--- src/design/jsu_pkg.sv ---
// Shared types, character codes and helper functions of the string unescaper.
`default_nettype none
package jsu_pkg;

  // Width of the packed result bus on the output stream.
  localparam int unsigned TDATA_W = 40;
  // Widest code point after surrogate pairing.
  localparam int unsigned CP_W    = 21;

  // Characters with a meaning in the decoder.
  localparam logic [7:0] CH_NUL    = 8'h00;
  localparam logic [7:0] CH_QUOTE  = 8'h22;
  localparam logic [7:0] CH_SLASH  = 8'h2F;
  localparam logic [7:0] CH_BSLASH = 8'h5C;
  localparam logic [7:0] CH_B      = 8'h62;
  localparam logic [7:0] CH_F      = 8'h66;
  localparam logic [7:0] CH_N      = 8'h6E;
  localparam logic [7:0] CH_R      = 8'h72;
  localparam logic [7:0] CH_T      = 8'h74;
  localparam logic [7:0] CH_U      = 8'h75;
  localparam logic [7:0] CH_SPACE  = 8'h20;

  // Control bytes produced by the simple escapes.
  localparam logic [7:0] CTL_BS  = 8'h08;
  localparam logic [7:0] CTL_FF  = 8'h0C;
  localparam logic [7:0] CTL_LF  = 8'h0A;
  localparam logic [7:0] CTL_CR  = 8'h0D;
  localparam logic [7:0] CTL_TAB = 8'h09;

  // Surrogate ranges and the supplementary plane offset.
  localparam logic [15:0]     HI_SUR_FIRST = 16'hD800;
  localparam logic [15:0]     HI_SUR_LAST  = 16'hDBFF;
  localparam logic [15:0]     LO_SUR_FIRST = 16'hDC00;
  localparam logic [15:0]     LO_SUR_LAST  = 16'hDFFF;
  localparam logic [CP_W-1:0] SUPP_BASE    = 21'h10000;

  // UTF-8 lead and continuation markers.
  localparam logic [7:0] UTF_LEAD2 = 8'hC0;
  localparam logic [7:0] UTF_LEAD3 = 8'hE0;
  localparam logic [7:0] UTF_LEAD4 = 8'hF0;
  localparam logic [7:0] UTF_CONT  = 8'h80;

  typedef enum logic [3:0] {
    ERR_NONE         = 4'd0,
    ERR_NO_OPEN      = 4'd1,
    ERR_BAD_ESCAPE   = 4'd2,
    ERR_BAD_HEX      = 4'd3,
    ERR_NO_BSLASH    = 4'd4,
    ERR_NO_U         = 4'd5,
    ERR_BAD_LOW      = 4'd6,
    ERR_STRAY_LOW    = 4'd7,
    ERR_CONTROL      = 4'd8,
    ERR_UNTERMINATED = 4'd9
  } err_code_t;

  typedef logic [3:0][7:0] byte_quad_t;

  // One decoded result as it leaves the decoder.
  typedef struct packed {
    logic [2:0] byte_count;
    byte_quad_t bytes;
    logic       done;
    err_code_t  err;
  } result_t;

  // Hex digit value with a valid flag in the top bit.
  function automatic logic [4:0] hex_value(input logic [7:0] c);
    logic [4:0] r;
    r = 5'd0;
    if (c >= 8'h30 && c <= 8'h39) begin
      r = {1'b1, 4'(c - 8'h30)};
    end else if (c >= 8'h61 && c <= 8'h66) begin
      r = {1'b1, 4'(c - 8'h57)};
    end else if (c >= 8'h41 && c <= 8'h46) begin
      r = {1'b1, 4'(c - 8'h37)};
    end
    return r;
  endfunction

endpackage
`default_nettype wire

--- src/design/jsu_utf8_enc.sv ---
// UTF-8 encoder for one code point of up to 21 bits.
`default_nettype none
module jsu_utf8_enc (
  input  wire logic [jsu_pkg::CP_W-1:0] cp,
  output logic [2:0]                    byte_count,
  output jsu_pkg::byte_quad_t           bytes
);
  import jsu_pkg::*;

  // Pick the sequence length from the code point magnitude.
  always_comb begin
    bytes = '0;
    if (cp <= 21'h7F) begin
      byte_count = 3'd1;
      bytes[0]   = cp[7:0];
    end else if (cp <= 21'h7FF) begin
      byte_count = 3'd2;
      bytes[0]   = UTF_LEAD2 | {3'b000, cp[10:6]};
      bytes[1]   = UTF_CONT | {2'b00, cp[5:0]};
    end else if (cp <= 21'hFFFF) begin
      byte_count = 3'd3;
      bytes[0]   = UTF_LEAD3 | {4'b0000, cp[15:12]};
      bytes[1]   = UTF_CONT | {2'b00, cp[11:6]};
      bytes[2]   = UTF_CONT | {2'b00, cp[5:0]};
    end else begin
      byte_count = 3'd4;
      bytes[0]   = UTF_LEAD4 | {5'b00000, cp[20:18]};
      bytes[1]   = UTF_CONT | {2'b00, cp[17:12]};
      bytes[2]   = UTF_CONT | {2'b00, cp[11:6]};
      bytes[3]   = UTF_CONT | {2'b00, cp[5:0]};
    end
  end

endmodule
`default_nettype wire

--- src/design/jsu_decode.sv ---
// Decoder state machine with its result register.
`default_nettype none
module jsu_decode (
  input  wire logic         clk,
  input  wire logic         rst,
  input  wire logic         in_valid,
  input  wire logic [7:0]   in_byte,
  output logic              in_ready,
  output logic              out_valid,
  input  wire logic         out_ready,
  output jsu_pkg::result_t  out_result
);
  import jsu_pkg::*;

  typedef enum logic [3:0] {
    MODE_IDLE  = 4'd0,
    MODE_BODY  = 4'd1,
    MODE_ESC   = 4'd2,
    MODE_HEX1  = 4'd3,
    MODE_LOWBS = 4'd4,
    MODE_LOWU  = 4'd5,
    MODE_HEX2  = 4'd6
  } mode_t;

  mode_t       mode, mode_next;
  logic [1:0]  hex_cnt, hex_cnt_next;
  logic [15:0] code_accum, code_accum_next;
  logic [9:0]  high_bits, high_bits_next;
  result_t     res_next;

  logic [4:0]       hv;
  logic [15:0]      accum_shift;
  logic [CP_W-1:0]  enc_cp;
  logic [2:0]       enc_count;
  byte_quad_t       enc_bytes;

  // The result register advances when it is empty or being drained.
  assign in_ready = !out_valid || out_ready;

  assign hv          = hex_value(in_byte);
  assign accum_shift = {code_accum[11:0], hv[3:0]};

  // Code point for the encoder: a plain escape, or a surrogate pair.
  always_comb begin
    if (mode == MODE_HEX2) begin
      enc_cp = SUPP_BASE + {1'b0, high_bits, accum_shift[9:0]};
    end else begin
      enc_cp = {5'b00000, accum_shift};
    end
  end

  jsu_utf8_enc u_enc (
    .cp         (enc_cp),
    .byte_count (enc_count),
    .bytes      (enc_bytes)
  );

  // Next state and result for the byte at the input.
  always_comb begin
    mode_next       = mode;
    hex_cnt_next    = hex_cnt;
    code_accum_next = code_accum;
    high_bits_next  = high_bits;
    res_next        = '0;
    res_next.err    = ERR_NONE;
    case (mode)
      MODE_BODY: begin
        if (in_byte == CH_QUOTE) begin
          res_next.done = 1'b1;
          mode_next     = MODE_IDLE;
        end else if (in_byte == CH_BSLASH) begin
          mode_next = MODE_ESC;
        end else if (in_byte == CH_NUL) begin
          res_next.err = ERR_UNTERMINATED;
        end else if (in_byte < CH_SPACE) begin
          res_next.err = ERR_CONTROL;
        end else begin
          res_next.bytes[0]   = in_byte;
          res_next.byte_count = 3'd1;
        end
      end
      MODE_ESC: begin
        mode_next           = MODE_BODY;
        res_next.byte_count = 3'd1;
        case (in_byte)
          CH_QUOTE, CH_BSLASH, CH_SLASH: res_next.bytes[0] = in_byte;
          CH_B: res_next.bytes[0] = CTL_BS;
          CH_F: res_next.bytes[0] = CTL_FF;
          CH_N: res_next.bytes[0] = CTL_LF;
          CH_R: res_next.bytes[0] = CTL_CR;
          CH_T: res_next.bytes[0] = CTL_TAB;
          CH_U: begin
            res_next.byte_count = 3'd0;
            mode_next           = MODE_HEX1;
            hex_cnt_next        = 2'd0;
            code_accum_next     = 16'd0;
          end
          default: res_next.err = ERR_BAD_ESCAPE;
        endcase
      end
      MODE_HEX1, MODE_HEX2: begin
        if (!hv[4]) begin
          res_next.err = ERR_BAD_HEX;
        end else begin
          code_accum_next = accum_shift;
          if (hex_cnt != 2'd3) begin
            hex_cnt_next = hex_cnt + 2'd1;
          end else begin
            hex_cnt_next = 2'd0;
            if (mode == MODE_HEX1) begin
              if (accum_shift >= HI_SUR_FIRST && accum_shift <= HI_SUR_LAST) begin
                high_bits_next = accum_shift[9:0];
                mode_next      = MODE_LOWBS;
              end else if (accum_shift >= LO_SUR_FIRST && accum_shift <= LO_SUR_LAST) begin
                res_next.err = ERR_STRAY_LOW;
              end else begin
                res_next.byte_count = enc_count;
                res_next.bytes      = enc_bytes;
                mode_next           = MODE_BODY;
              end
            end else begin
              if (accum_shift < LO_SUR_FIRST || accum_shift > LO_SUR_LAST) begin
                res_next.err = ERR_BAD_LOW;
              end else begin
                res_next.byte_count = enc_count;
                res_next.bytes      = enc_bytes;
                mode_next           = MODE_BODY;
              end
            end
          end
        end
      end
      MODE_LOWBS: begin
        if (in_byte == CH_BSLASH) begin
          mode_next = MODE_LOWU;
        end else begin
          res_next.err = ERR_NO_BSLASH;
        end
      end
      MODE_LOWU: begin
        if (in_byte == CH_U) begin
          mode_next       = MODE_HEX2;
          hex_cnt_next    = 2'd0;
          code_accum_next = 16'd0;
        end else begin
          res_next.err = ERR_NO_U;
        end
      end
      default: begin
        // Waiting for an opening quote; unused codes behave the same.
        if (in_byte == CH_QUOTE) begin
          mode_next = MODE_BODY;
        end else begin
          res_next.err = ERR_NO_OPEN;
        end
      end
    endcase

    // Any error drops the output and returns to waiting.
    if (res_next.err != ERR_NONE) begin
      mode_next           = MODE_IDLE;
      hex_cnt_next        = 2'd0;
      res_next.byte_count = 3'd0;
      res_next.bytes      = '0;
      res_next.done       = 1'b0;
    end
  end

  // State and result register.
  always_ff @(posedge clk) begin
    if (rst) begin
      mode       <= MODE_IDLE;
      hex_cnt    <= 2'd0;
      code_accum <= 16'd0;
      high_bits  <= 10'd0;
      out_valid  <= 1'b0;
    end else if (in_ready) begin
      out_valid <= in_valid;
      if (in_valid) begin
        mode       <= mode_next;
        hex_cnt    <= hex_cnt_next;
        code_accum <= code_accum_next;
        high_bits  <= high_bits_next;
        out_result <= res_next;
      end
    end
  end

endmodule
`default_nettype wire

--- src/design/json_string_unescape_utf8.sv ---
// Top level of the JSON string unescaper with UTF-8 output.
//
//   Channel | Direction | Transaction
//   s_      | in        | one byte of the string literal
//   m_      | out       | up to four UTF-8 bytes, end-of-string, error code
//
// Every accepted byte gives exactly one result, which passes an input register
// and then a result register.
// A new byte is taken every cycle while the output side takes the results.
// Reset returns the decoder to waiting for an opening quote and empties both
// registers. A stalled output holds its result; the input register takes one
// more byte only if it is empty, and then s_tready drops.
`default_nettype none
module json_string_unescape_utf8 (
  input  wire logic                          clk,
  input  wire logic                          rst,
  input  wire logic                          s_tvalid,
  output logic                               s_tready,
  input  wire logic [7:0]                    s_tdata,  // [7:0] char_byte
  output logic                               m_tvalid,
  input  wire logic                          m_tready,
  // [2:0] byte_count, [10:3] out_byte0, [18:11] out_byte1,
  // [26:19] out_byte2, [34:27] out_byte3, [39:35] zero
  output logic [jsu_pkg::TDATA_W-1:0]        m_tdata,
  output logic                               m_tlast,  // string_done
  output logic [3:0]                         m_tuser   // [3:0] error_code
);
  import jsu_pkg::*;

  logic       in_valid;
  logic [7:0] in_byte;
  logic       dec_ready;
  result_t    result;

  // Input register: refills whenever the decoder takes its byte.
  assign s_tready = !in_valid || dec_ready;

  always_ff @(posedge clk) begin
    if (rst) begin
      in_valid <= 1'b0;
    end else if (s_tready) begin
      in_valid <= s_tvalid;
      if (s_tvalid) begin
        in_byte <= s_tdata;
      end
    end
  end

  jsu_decode u_decode (
    .clk        (clk),
    .rst        (rst),
    .in_valid   (in_valid),
    .in_byte    (in_byte),
    .in_ready   (dec_ready),
    .out_valid  (m_tvalid),
    .out_ready  (m_tready),
    .out_result (result)
  );

  // Pack the result onto the output stream.
  assign m_tdata = {5'b00000, result.bytes[3], result.bytes[2], result.bytes[1],
                    result.bytes[0], result.byte_count};
  assign m_tlast = result.done;
  assign m_tuser = result.err;

endmodule
`default_nettype wire

--- config.mk ---
export PLATFORM = sky130hd
export DESIGN_NAME = json_string_unescape_utf8
export DESIGN_NICKNAME = d
export VERILOG_FILES = /design/src/design/jsu_pkg.sv /design/src/design/jsu_utf8_enc.sv /design/src/design/jsu_decode.sv /design/src/design/json_string_unescape_utf8.sv
export SDC_FILE = /design/constraint.sdc
export NUM_CORES = 1
export LEC_CHECK = 0
export ABC_AREA = 1
export BUFFER_PORTS_ARGS = -buffer_cell sky130_fd_sc_hd__clkbuf_2
export CAP_MARGIN = 15
export CORE_ASPECT_RATIO = 2
export CORE_MARGIN = 2
export CORE_UTILIZATION = 52
export CTS_CLUSTER_DIAMETER = 50
export CTS_CLUSTER_SIZE = 24
export DETAILED_ROUTE_END_ITERATION = 6
export PLACE_DENSITY = 0.75
export SLEW_MARGIN = 10
export SYNTH_ARGS = -nofsm -noshare
export SYNTH_HDL_FRONTEND = slang
export SYNTH_SLANG_ARGS = --single-unit
--- constraint.sdc ---
create_clock -name clk -period 2.85 [get_ports clk]
set_input_delay 0 -clock clk [delete_from_list [all_inputs] [get_ports clk]]
set_output_delay 0 -clock clk [all_outputs]
set_load 0.01 [all_outputs]
==> summary.txt, run 1 <==
Worst setup path
  – Critical path type: register to register
  – FF-to-FF End: u_decode.code_accum[3]$_SDFFE_PP0P_
  – Worst path top cell family by delay: simple AND/OR/NAND/NOR gates
  – Critical Path Fanout Max: 17
  – Crit path launch: in_byte[0]$_DFFE_PP_
  – Req. time, crit path: 3110 ps
  – Worst Path Buf+Inv: 3
  – Worst EP arrival: 2890 ps
  – CP dominant cell by count: nand2_1
  – RR Startpoint: in_byte[0]$_DFFE_PP_
  – Slowest CP cell: edfxtp_1
  – R2R cell count: 14
  – Max incr delay on CP: 460 ps
  – R2r setup slk: 230 ps
  – Critical-path cell list: inv_1 -> ha_1 -> inv_1 -> nand2_1 -> nand2_1 -> nand2_1 -> nand2_2 -> nand2_2 -> inv_1 -> a21oi_2 -> nand2_2 -> nor2_4 -> nand2_1 -> a21oi_1
  – Worst setup SP type: register
  – Crit end category: register

Floorplanning
  – # IOs: 59
  – Row count: 45
  – Die Wd: between 60 and 70 um
  – Initial Utilization: 53.7%
  – Die area: 8680 um2
  – Chip height: 130 um
  – Core outline area: 7660 um2

Synth
  – Synth async-reset ratio: 0%
  – Ys Warns: 0
  – Number of flops mapped to enable cells by yosys: 45
  – Syn Area/Cell: 8.19 um2
  – Post-Syn Instances: 502
  – Most used DFF post-synth: edfxtp_1
  – Area share of the leading cell type in the synthesized netlist: 32.9%
  – Top post-synthesis cells by count: nand2_1, nor2_1, inv_1
  – Most frequent cell after synthesis: nand2_1
  – Seq cells post-synth: 74
  – Synth cell types: 40
  – Yosys top cell by area: edfxtp_1
  – Synth Cell Area: between 4000 and 5000 um2
  – Sequential area share after synthesis: 47.0%
  – Synth top area cells: edfxtp_1, dfxtp_1, nand2_1, nor2_1, inv_1

Routing
  – Avg WL per Cell: 17.1 um
  – DRT iter0 DRCs: 426
  – DR DRC count: 0
  – Via density: about 5.5
  – Sum of routed wire length over all layers: 11.5 mm
  – Routed Antenna Nets: 0
  – DRT Pass-1 Iters: 5
  – Vias: 3653

Placement
  – Dpl hpwl: slightly below 9 mm
  – Number of port buffers: 50
  – Routability-driven placement congestion ratio: 1.06
  – Dpl cell area: 4440 um2

Clock tree
  – TritonCTS Buffers: 9
  – Clk root buf: clkbuf_16
  – Worst-Skew Late Latency: 340 ps
  – H-Tree Depth: 3
  – TritonCTS clock tree: yes
  – Setup Buffers After CTS: 0
  – Sink Count: 74
  – CTS max path bufs: 2
  – Clock slew at reported path FFs: 60 ps

Layout
  – Fin area: 4860 um2
  – Filler cells: 673
  – Synth-to-Final Area Change: 18.2%
  – Final-stage net count: 589
  – Antenna diodes: 0
  – Share of cells above drive strength 1: 20.1%

STA
  – Final Hold Fails: 0
  – Skew final: 7.46 ps
  – Min cycle time layout: between 2000 and 3000 ps
  – Unrepaired setup endpoints after global routing: false
  – Setup violations, final: 0
  – Highest Clock Rate: 381 MHz
  – Measured slew at the worst slew-check pin: 552 ps
  – Final period util: roughly 90%
  – Slew Limit Fails: 0
  – Setup TNS: 0 ps
  – Max-Slew Margin vs Limit: 63.2%

GRT
  – GRT Total Usage: 28.1%
  – Largest net degree at the start of global routing: 34
  – Vias in the first global route: 3553
  – GRT overflow: 0
  – First-pass GRT wire length: 17.6 mm
  – Initial antenna violation count: 0

Min path
  – Hold Crit Start: rst
  – Worst min-delay path endpoint: u_decode.code_accum[4]$_SDFFE_PP0P_
  – Hold Path Class: input port to register
  – WHS Path Cells: 2

Power and ir drop
  – Worst VDD drop: 0.000498 V
  – Pleak: roughly 2.1 nW
  – Pwr/cell area: between 600 and 700 nW/um2

Run
  – Max cap viols: 0

Run status
  – Status: finished, final reports clean
layer usage:
metal | part of all wire [%] | global-route usage, %
met1 | 32 | 26.2
met2 | 55 | 51.7
met3 | 5.4 | 5.17
met4 | 7.7 | 21.2
met5 | 0 | 0
power by group:
part,leakage [nW],total (mW),switching [mW],internal [mW]
Sequential,0.658,1.25,0.0455,1.20
Clock,0.152,1.15,0.457,0.694
Combinational,1.28,0.729,0.503,0.225
Total,2.09,3.13,1.01,2.12
logic make-up (layout without fill, tap and decap cells):
| group | after synthesis | in the layout | share of synthesized area (%) |
|---|---|---|---|
| and+or+nand+nor | 253 | 254 | 28.6 |
| AOI/OAI and AO/OA | 84 | 84 | 12.8 |
| buffers and inverters | 81 | 147 | 9.01 |
| DFF | 74 | 74 | 47.0 |
| adders and majority gates | 6 | 6 | 1.83 |
| xor gates and xnor gates | 3 | 3 | 0.639 |
| other | 1 | 8 | 0.0912 |
metrics by stage:
stage / power [mW] / std cells / utilization, % / setup WS [ps] / hold WS [ps]
finish: 3.13 / 670 / 63.4 / 226 / 211
global route: 3.25 / 670 / 63.4 / 7.12 / 257
CTS: 3.11 / 669 / 63.3 / 187 / 204
detailed placement: 1.96 / 643 / 58.0 / 222 / 180
global placement: 1.95 / 643 / 58.0 / 290 / 178
floorplan: 1.79 / 509 / - / 562 / 78.5
worst max path at each step:
stage	end	slack (ps)	cells past startpoint
floorplan	u_decode.out_result[0]$_DFFE_PP_	560	5
global placement	u_decode.code_accum[3]$_SDFFE_PP0P_	290	14
detailed placement	u_decode.code_accum[3]$_SDFFE_PP0P_	220	14
CTS	u_decode.code_accum[3]$_SDFFE_PP0P_	190	14
global route	u_decode.code_accum[2]$_SDFFE_PP0P_	7	14
finish	u_decode.code_accum[3]$_SDFFE_PP0P_	230	14
layout make-up:
type	count	area (um2)	area share, %
clock buffers	11	275	5.67
well taps	94	118	2.42
repair buffers	68	410	8.45
multi-input cells	355	1850	38.2
flip-flops and latches	74	1930	39.8
inverters	63	236	4.87
clock inverters	5	32.5	0.670
flip-flops by register name, indices dropped and copies added (netlist names):
name and cells:
in_byte 8, in_valid 1, u_decode.code_accum 12, u_decode.hex_cnt 2, u_decode.high_bits 10, u_decode.mode 3, u_decode.out_result 37, u_decode.out_valid 1
worst reg2reg max path: stages, from the launching register on:
cell and delay [ps]:
edfxtp_1 460, inv_1 180, ha_1 280, inv_1 60, nand2_1 50, nand2_1 50, nand2_1 70, nand2_2 100
nand2_2 180, inv_1 130, a21oi_2 220, nand2_2 270, nor2_4 290, nand2_1 80, a21oi_1 130
cell usage in the layout, fill, tap and decap left out, types with 10 or more instances in the layout:
cell and instances:
nand2_1 111, nor2_1 70, inv_1 58, clkbuf_2 50, edfxtp_1 45, nand3_1 29, dfxtp_1 29, a21oi_1 22
o21ai_0 16, nand2_2 11, clkbuf_16 11, dlygate4sd3_1 10
timing repair:
action	4_1_cts	5_1_grt
resized for setup	0	1
hold buffers	10	0
hold endpoints to repair	10	0
setup endpoints to repair	0	4
Note: power is estimated with default switching activity, not from simulation.
==> inputs of run 2 (changes only) <==
Settings changed: ABC_AREA 1 to not set, SLEW_MARGIN 10 to not set.
==> summary.txt, run 2 <==
Floorplanning
  – Initial Utilization: 53.9%
  – Core outline area: 7940 um2
  – Row count: 46
  – Die area: roughly 9000 um2
  – Die Wd: 68.1 um
  – # IOs: 59
  – Chip height: 132 um

Clock tree
  – TritonCTS clock tree: yes
  – Worst-Skew Late Latency: roughly 340 ps
  – TritonCTS Buffers: 9
  – CTS max path bufs: 2
  – H-Tree Depth: 3
  – Clk root buf: clkbuf_16
  – Clock slew at reported path FFs: 60 ps
  – Sink Count: 74

Layout
  – Most common cell after layout, fill and taps aside: nor2_1
  – Synth-to-Final Area Change: 18.7%
  – Post-Layout Cell Count: 633
  – Filler cells: 696
  – Most frequent cells in the layout: nor2_1, clkbuf_2, edfxtp_1
  – Most flops, register: u_decode.out_result
  – Antenna diodes: 0
  – Max reg flops: 37
  – Share of cells above drive strength 1: 24.0%
  – Fin area: 5080 um2
  – Final-stage net count: 550
  – Util after Layout: 63.9%
  – Top Registers: u_decode.out_result x37, u_decode.code_accum x12, u_decode.high_bits x10

Power and ir drop
  – Pleak: ~1.9 nW
  – Worst VDD drop: 0.000316 V
  – Pwr/cell area: 460 nW/um2
  – Flop pwr share: ~50%
  – Combinational power share: 5.9%
  – Total internal power: 1.80 mW
  – Sw Share: 23.1%
  – NetSw: 539 uW
  – Clock power frac: 44.1%

Synth
  – Most used DFF post-synth: edfxtp_1
  – Synth cell types: 65
  – Syn Area/Cell: 9.44 um2
  – Yosys top cell by area: edfxtp_1
  – Synth async-reset ratio: 0%
  – Ys Warns: 0
  – Number of flops mapped to enable cells by yosys: 45
  – Synth top area cells: edfxtp_1, dfxtp_1, nor2_1, a21oi_1, mux2i_1
  – Seq cells post-synth: 74
  – Top post-synthesis cells by count: nor2_1, edfxtp_1, a21oi_1
  – Sequential area share after synthesis: 45.2%
  – Most frequent cell after synthesis: nor2_1
  – Synth Cell Area: ~4300 um2
  – Area share of the leading cell type in the synthesized netlist: 31.6%
  – Post-Syn Instances: 453

STA
  – Final period util: a little over nine tenths
  – Measured slew at the worst slew-check pin: 709 ps
  – Final Hold Fails: 0
  – Min cycle time layout: around 2700 ps
  – Slew Limit Fails: 0
  – Setup TNS: 0 ps
  – Final worst slack: approximately 120 ps
  – Max-Slew Margin vs Limit: 52.7%
  – Skew final: 6.54 ps
  – Setup violations, final: 0
  – Unrepaired setup endpoints after global routing: false
  – Highest Clock Rate: ~370 MHz

GRT
  – GRT Total Usage: roughly 28%
  – Largest net degree at the start of global routing: 39
  – Vias in the first global route: 3658
  – Initial antenna violation count: 0
  – GRT overflow: 0
  – First-pass GRT wire length: 18.5 mm

Routing
  – Sum of routed wire length over all layers: roughly 12 mm
  – DR DRC count: 0
  – DRT Pass-1 Iters: 5
  – Avg WL per Cell: 18.9 um
  – Via density: 6.15
  – Vias: about 4000
  – Routed Antenna Nets: 0
  – DRT iter0 DRCs: 530

Worst setup path
  – Worst path top cell family by delay: simple AND/OR/NAND/NOR gates
  – Critical-path cell list: buf_4 -> nand4b_1 -> nor3_1 -> a211oi_1 -> a31oi_1 -> and4_1 -> a21oi_1 -> a2111oi_2
  – Worst EP arrival: 2960 ps
  – Req. time, crit path: 3080 ps
  – Critical path type: register to register
  – Crit. path cell count: 8
  – Critical Path Fanout Max: 7
  – Max incr delay on CP: 520 ps
  – Worst Path Buf+Inv: 1
  – Crit end category: register
  – Slowest CP cell: nor3_1
  – R2R cell count: 8
  – Worst setup SP type: register

Placement
  – Dpl hpwl: a little under 9 mm
  – Number of port buffers: 50
  – Worst slack at placement: 146 ps
  – Dpl cell area: 4700 um2
  – Dpl cells: 606
  – Routability-driven placement congestion ratio: 0.945

Run
  – Max cap viols: 0

Run status
  – Status: finished, final reports clean

Min path
  – Hold Path Class: input port to register
  – WHS Path Cells: 4
==> run 2: cell count changes after synthesis, sizes merged, moves of 8 or more <==
cell,before,now
nand2,125,31
inv,63,11
clkbuf,2,24
nor2,80,59
mux2i,0,15
a21oi,23,37
nor3,6,16
nand3,31,23
==> run 2: final timing paths <==
kind | from | to | slack, ps
setup reg to reg | in_byte[2]$_DFFE_PP_ | u_decode.mode[2]$_SDFFE_PP0P_ | 120
hold / removal | m_tready | u_decode.out_valid$_SDFFE_PP0N_ | 120
setup / recovery | in_byte[2]$_DFFE_PP_ | u_decode.mode[2]$_SDFFE_PP0P_ | 120
hold reg to reg | u_decode.hex_cnt[1]$_SDFFE_PP0P_ | u_decode.hex_cnt[1]$_SDFFE_PP0P_ | 480
==> run 2: repair_timing <==
item | 4_1_cts | 5_1_grt
hold endpoints to repair | 9 | 0
hold buffers | 9 | 0
setup buffers | 0 | 2
gates resized for setup | 0 | 0
setup endpoints to repair | 0 | 1
==> run 2: routing by layer <==
layer / global-route usage, % / part of all wire (%)
met3: 4.95 / 4.6
met2: 48.8 / 55
met4: 19.8 / 7.0
met5: 0 / 0
met1: 28.0 / 33
==> run 2: logic make-up (layout without fill, tap and decap cells) <==
group / after synthesis / count (layout) / share of synthesized area, %
and+or+nand+nor: 182 / 182 / 22.4
AOI/OAI and AO/OA: 119 / 119 / 18.2
DFF: 74 / 74 / 45.2
buffers and inverters: 49 / 126 / 7.34
muxes: 17 / 17 / 4.04
adders and majority gates: 6 / 6 / 1.75
xor gates and xnor gates: 5 / 5 / 1.02
other: 1 / 8 / 0.0877
==> run 2: final cells by class <==
cell class	count	area, um2	area share (%)
multi-input combinational	337	2070	40.8
sequential	74	1930	38.0
timing repair buffer	99	641	12.6
tap	96	120	2.37
clock buffer	10	229	4.51
inverter	11	41.3	0.813
clock inverter	6	43.8	0.862
==> run 2: worst min-delay path: stages <==
cell and delay, ps:
clkbuf_2 70, and2b_2 230, nor2_1 40, nor2_1 70
==> run 2: per-stage QoR <==
step	power, mW	hold WS [ps]
final	2.34	117
after global routing	2.41	173
after CTS	2.35	123
after detailed placement	1.32	179
after global placement	1.32	178
after floorplan	1.28	98.9
==> run 2: power groups by stage <==
| stage | clock network (mW) | registers [mW] | logic, mW |
|---|---|---|---|
| detailed placement | 0 | 1.19 | 0.126 |
| global placement | 0 | 1.19 | 0.125 |
| finish | 1.03 | 1.17 | 0.137 |
| floorplan | 0 | 1.20 | 0.0773 |
| CTS | 1.04 | 1.17 | 0.136 |
| global route | 1.09 | 1.17 | 0.149 |
==> inputs of run 3 (changes only) <==
Settings changed: CORE_UTILIZATION 52 to 54, CTS_BUF_LIST set to sky130_fd_sc_hd__clkbuf_8, PLACE_DENSITY 0.75 to 0.78.
==> summary.txt, run 3 (same netlist as run 2, synthesis figures left out) <==
Run status
  – Status: finished, final reports clean

STA
  – Max-Slew Margin vs Limit: 46.1%
  – Hold slack final: 113 ps
  – Highest Clock Rate: 377 MHz
  – Slew Limit Fails: 0
  – Measured slew at the worst slew-check pin: around 810 ps
  – Final Hold Fails: 0
  – Min cycle time layout: 2650 ps
  – Setup TNS: 0 ps
  – Setup violations, final: 0
  – Skew final: around 9.8 ps
  – Final period util: 93.1%
  – Unrepaired setup endpoints after global routing: false

Worst setup path
  – Critical-path cell list: buf_4 -> ha_1 -> o21bai_1 -> a2111oi_2 -> buf_4 -> o211a_1 -> nand3_1 -> nand2b_1 -> a211oi_1
  – Crit end category: register
  – CP dominant cell by count: buf_4
  – Critical Path Fanout Max: 11
  – Req. time, crit path: 3010 ps
  – Slowest CP cell: edfxtp_1
  – Critical path type: register to register
  – Worst setup SP type: register
  – Worst EP arrival: 2820 ps
  – Max incr delay on CP: 360 ps
  – Worst path top cell family by delay: compound AO/OA/AOI/OAI gates
  – Worst Path Buf+Inv: 2

Layout
  – Antenna diodes: 0
  – Max reg flops: 37
  – Final-stage net count: approximately 540
  – Synth-to-Final Area Change: 15.0%
  – Share of cells above drive strength 1: between 20% and 30%
  – Most common cell after layout, fill and taps aside: nor2_1
  – Area of the multi-input gates: 2070 um2
  – Top Registers: u_decode.out_result x37, u_decode.code_accum x12, u_decode.high_bits x10
  – Most flops, register: u_decode.out_result
  – Most frequent cells in the layout: nor2_1, clkbuf_2, edfxtp_1
  – Post-Layout Cell Count: 621
  – Filler cells: 692
  – Register Area: 1930 um2
  – Fin area: 4920 um2

Power and ir drop
  – Final total power: 2.13 mW
  – Pleak: around 1.8 nW
  – Worst VDD drop: 0.000361 V
  – Pwr/cell area: 433 nW/um2

Clock tree
  – CTS max path bufs: 2
  – TritonCTS clock tree: yes
  – Clk root buf: clkbuf_8
  – Setup Buffers After CTS: 0
  – Worst-Skew Late Latency: 360 ps
  – TritonCTS Buffers: 9
  – Post-CTS sizing: 0
  – Sink Count: 74
  – H-Tree Depth: 3
  – Clock slew at reported path FFs: 70 ps

GRT
  – Met2 GRT Util: approximately 40%
  – Met3 usage: 4.22%
  – Most Used Layer, Global Route: met2
  – Initial antenna violation count: 0
  – GRT overflow: 0
  – GRT Total Usage: 25.1%
  – Vias in the first global route: around 3300
  – M1 GR Usage: 31.0%
  – First-pass GRT wire length: 16.2 mm
  – Largest net degree at the start of global routing: 39

Floorplanning
  – Initial Utilization: 54.7%
  – # IOs: 59
  – Die Wd: 66.9 um
  – Core outline area: 7830 um2
  – Die area: 8690 um2
  – Row count: 46
  – Chip height: 130 um

Routing
  – DR DRC count: 0
  – Vias: between 3000 and 4000
  – Via density: roughly 6
  – Avg WL per Cell: approximately 16 um
  – Routed Antenna Nets: 0
  – DRT Pass-1 Iters: 6
  – Sum of routed wire length over all layers: 10.2 mm
  – DRT iter0 DRCs: between 500 and 600

Placement
  – Number of port buffers: 50
  – Dpl hpwl: ~7.4 mm
  – Dpl cells: 596
  – Dpl cell area: 4630 um2
  – Routability-driven placement congestion ratio: 0.935

Run
  – Max cap viols: 0

Min path
  – Hold Path Class: input port to register
-- run 3: path summary, 6_finish.rpt --
kind	from	slack, ps	cells past startpoint	end
setup / recovery	in_byte[0]$_DFFE_PP_	200	9	u_decode.out_result[13]$_SDFFCE_PP0P_
hold / removal	m_tready	110	4	u_decode.out_valid$_SDFFE_PP0N_
setup reg to reg	in_byte[0]$_DFFE_PP_	200	9	u_decode.out_result[13]$_SDFFCE_PP0P_
hold reg to reg	u_decode.hex_cnt[1]$_SDFFE_PP0P_	470	2	u_decode.hex_cnt[1]$_SDFFE_PP0P_
-- run 3: through the flow --
stage	worst slack, ps	util [%]
after floorplan	45.6	-
after global placement	300	59.1
after detailed placement	182	59.1
after CTS	167	62.9
after global routing	5.09	62.9
final	196	62.9
-- run 3: area by class of cell --
class | instances | share of cell area [%]
multi-input cells | 337 | 42.1
inverters | 11 | 0.839
flip-flops and latches | 74 | 39.3
repair buffers | 87 | 11.2
clock buffers | 11 | 3.08
clock inverters | 5 | 1.07
well taps | 96 | 2.44
-- run 3: routing by layer --
metal	part of all wire, %	vias to the layer above
met4	4.8	0
met3	6.8	48
met1	38	1674
li1	-	1776
met5	0	-
met2	50	185
-- run 3: report_power, final --
| part | leakage [nW] | internal, mW | switching (mW) |
|---|---|---|---|
| logic | 1.09 | 0.0525 | 0.0838 |
| clock network | 0.113 | 0.449 | 0.377 |
| registers | 0.604 | 1.16 | 0.00996 |
| total | 1.80 | 1.66 | 0.471 |
-- run 3: tightest hold or removal path, delay by kind of cell --
| kind | cells | cell delay, ps |
|---|---|---|
| simple gates | 3 | 370 |
| buf+inv | 1 | 70 |
-- run 3: what timing repair did --
| item | CTS | global route |
|---|---|---|
| endpoints found under the hold margin | 9 | 0 |
| endpoints found under the setup margin | 0 | 1 |
| hold buffers | 9 | 0 |
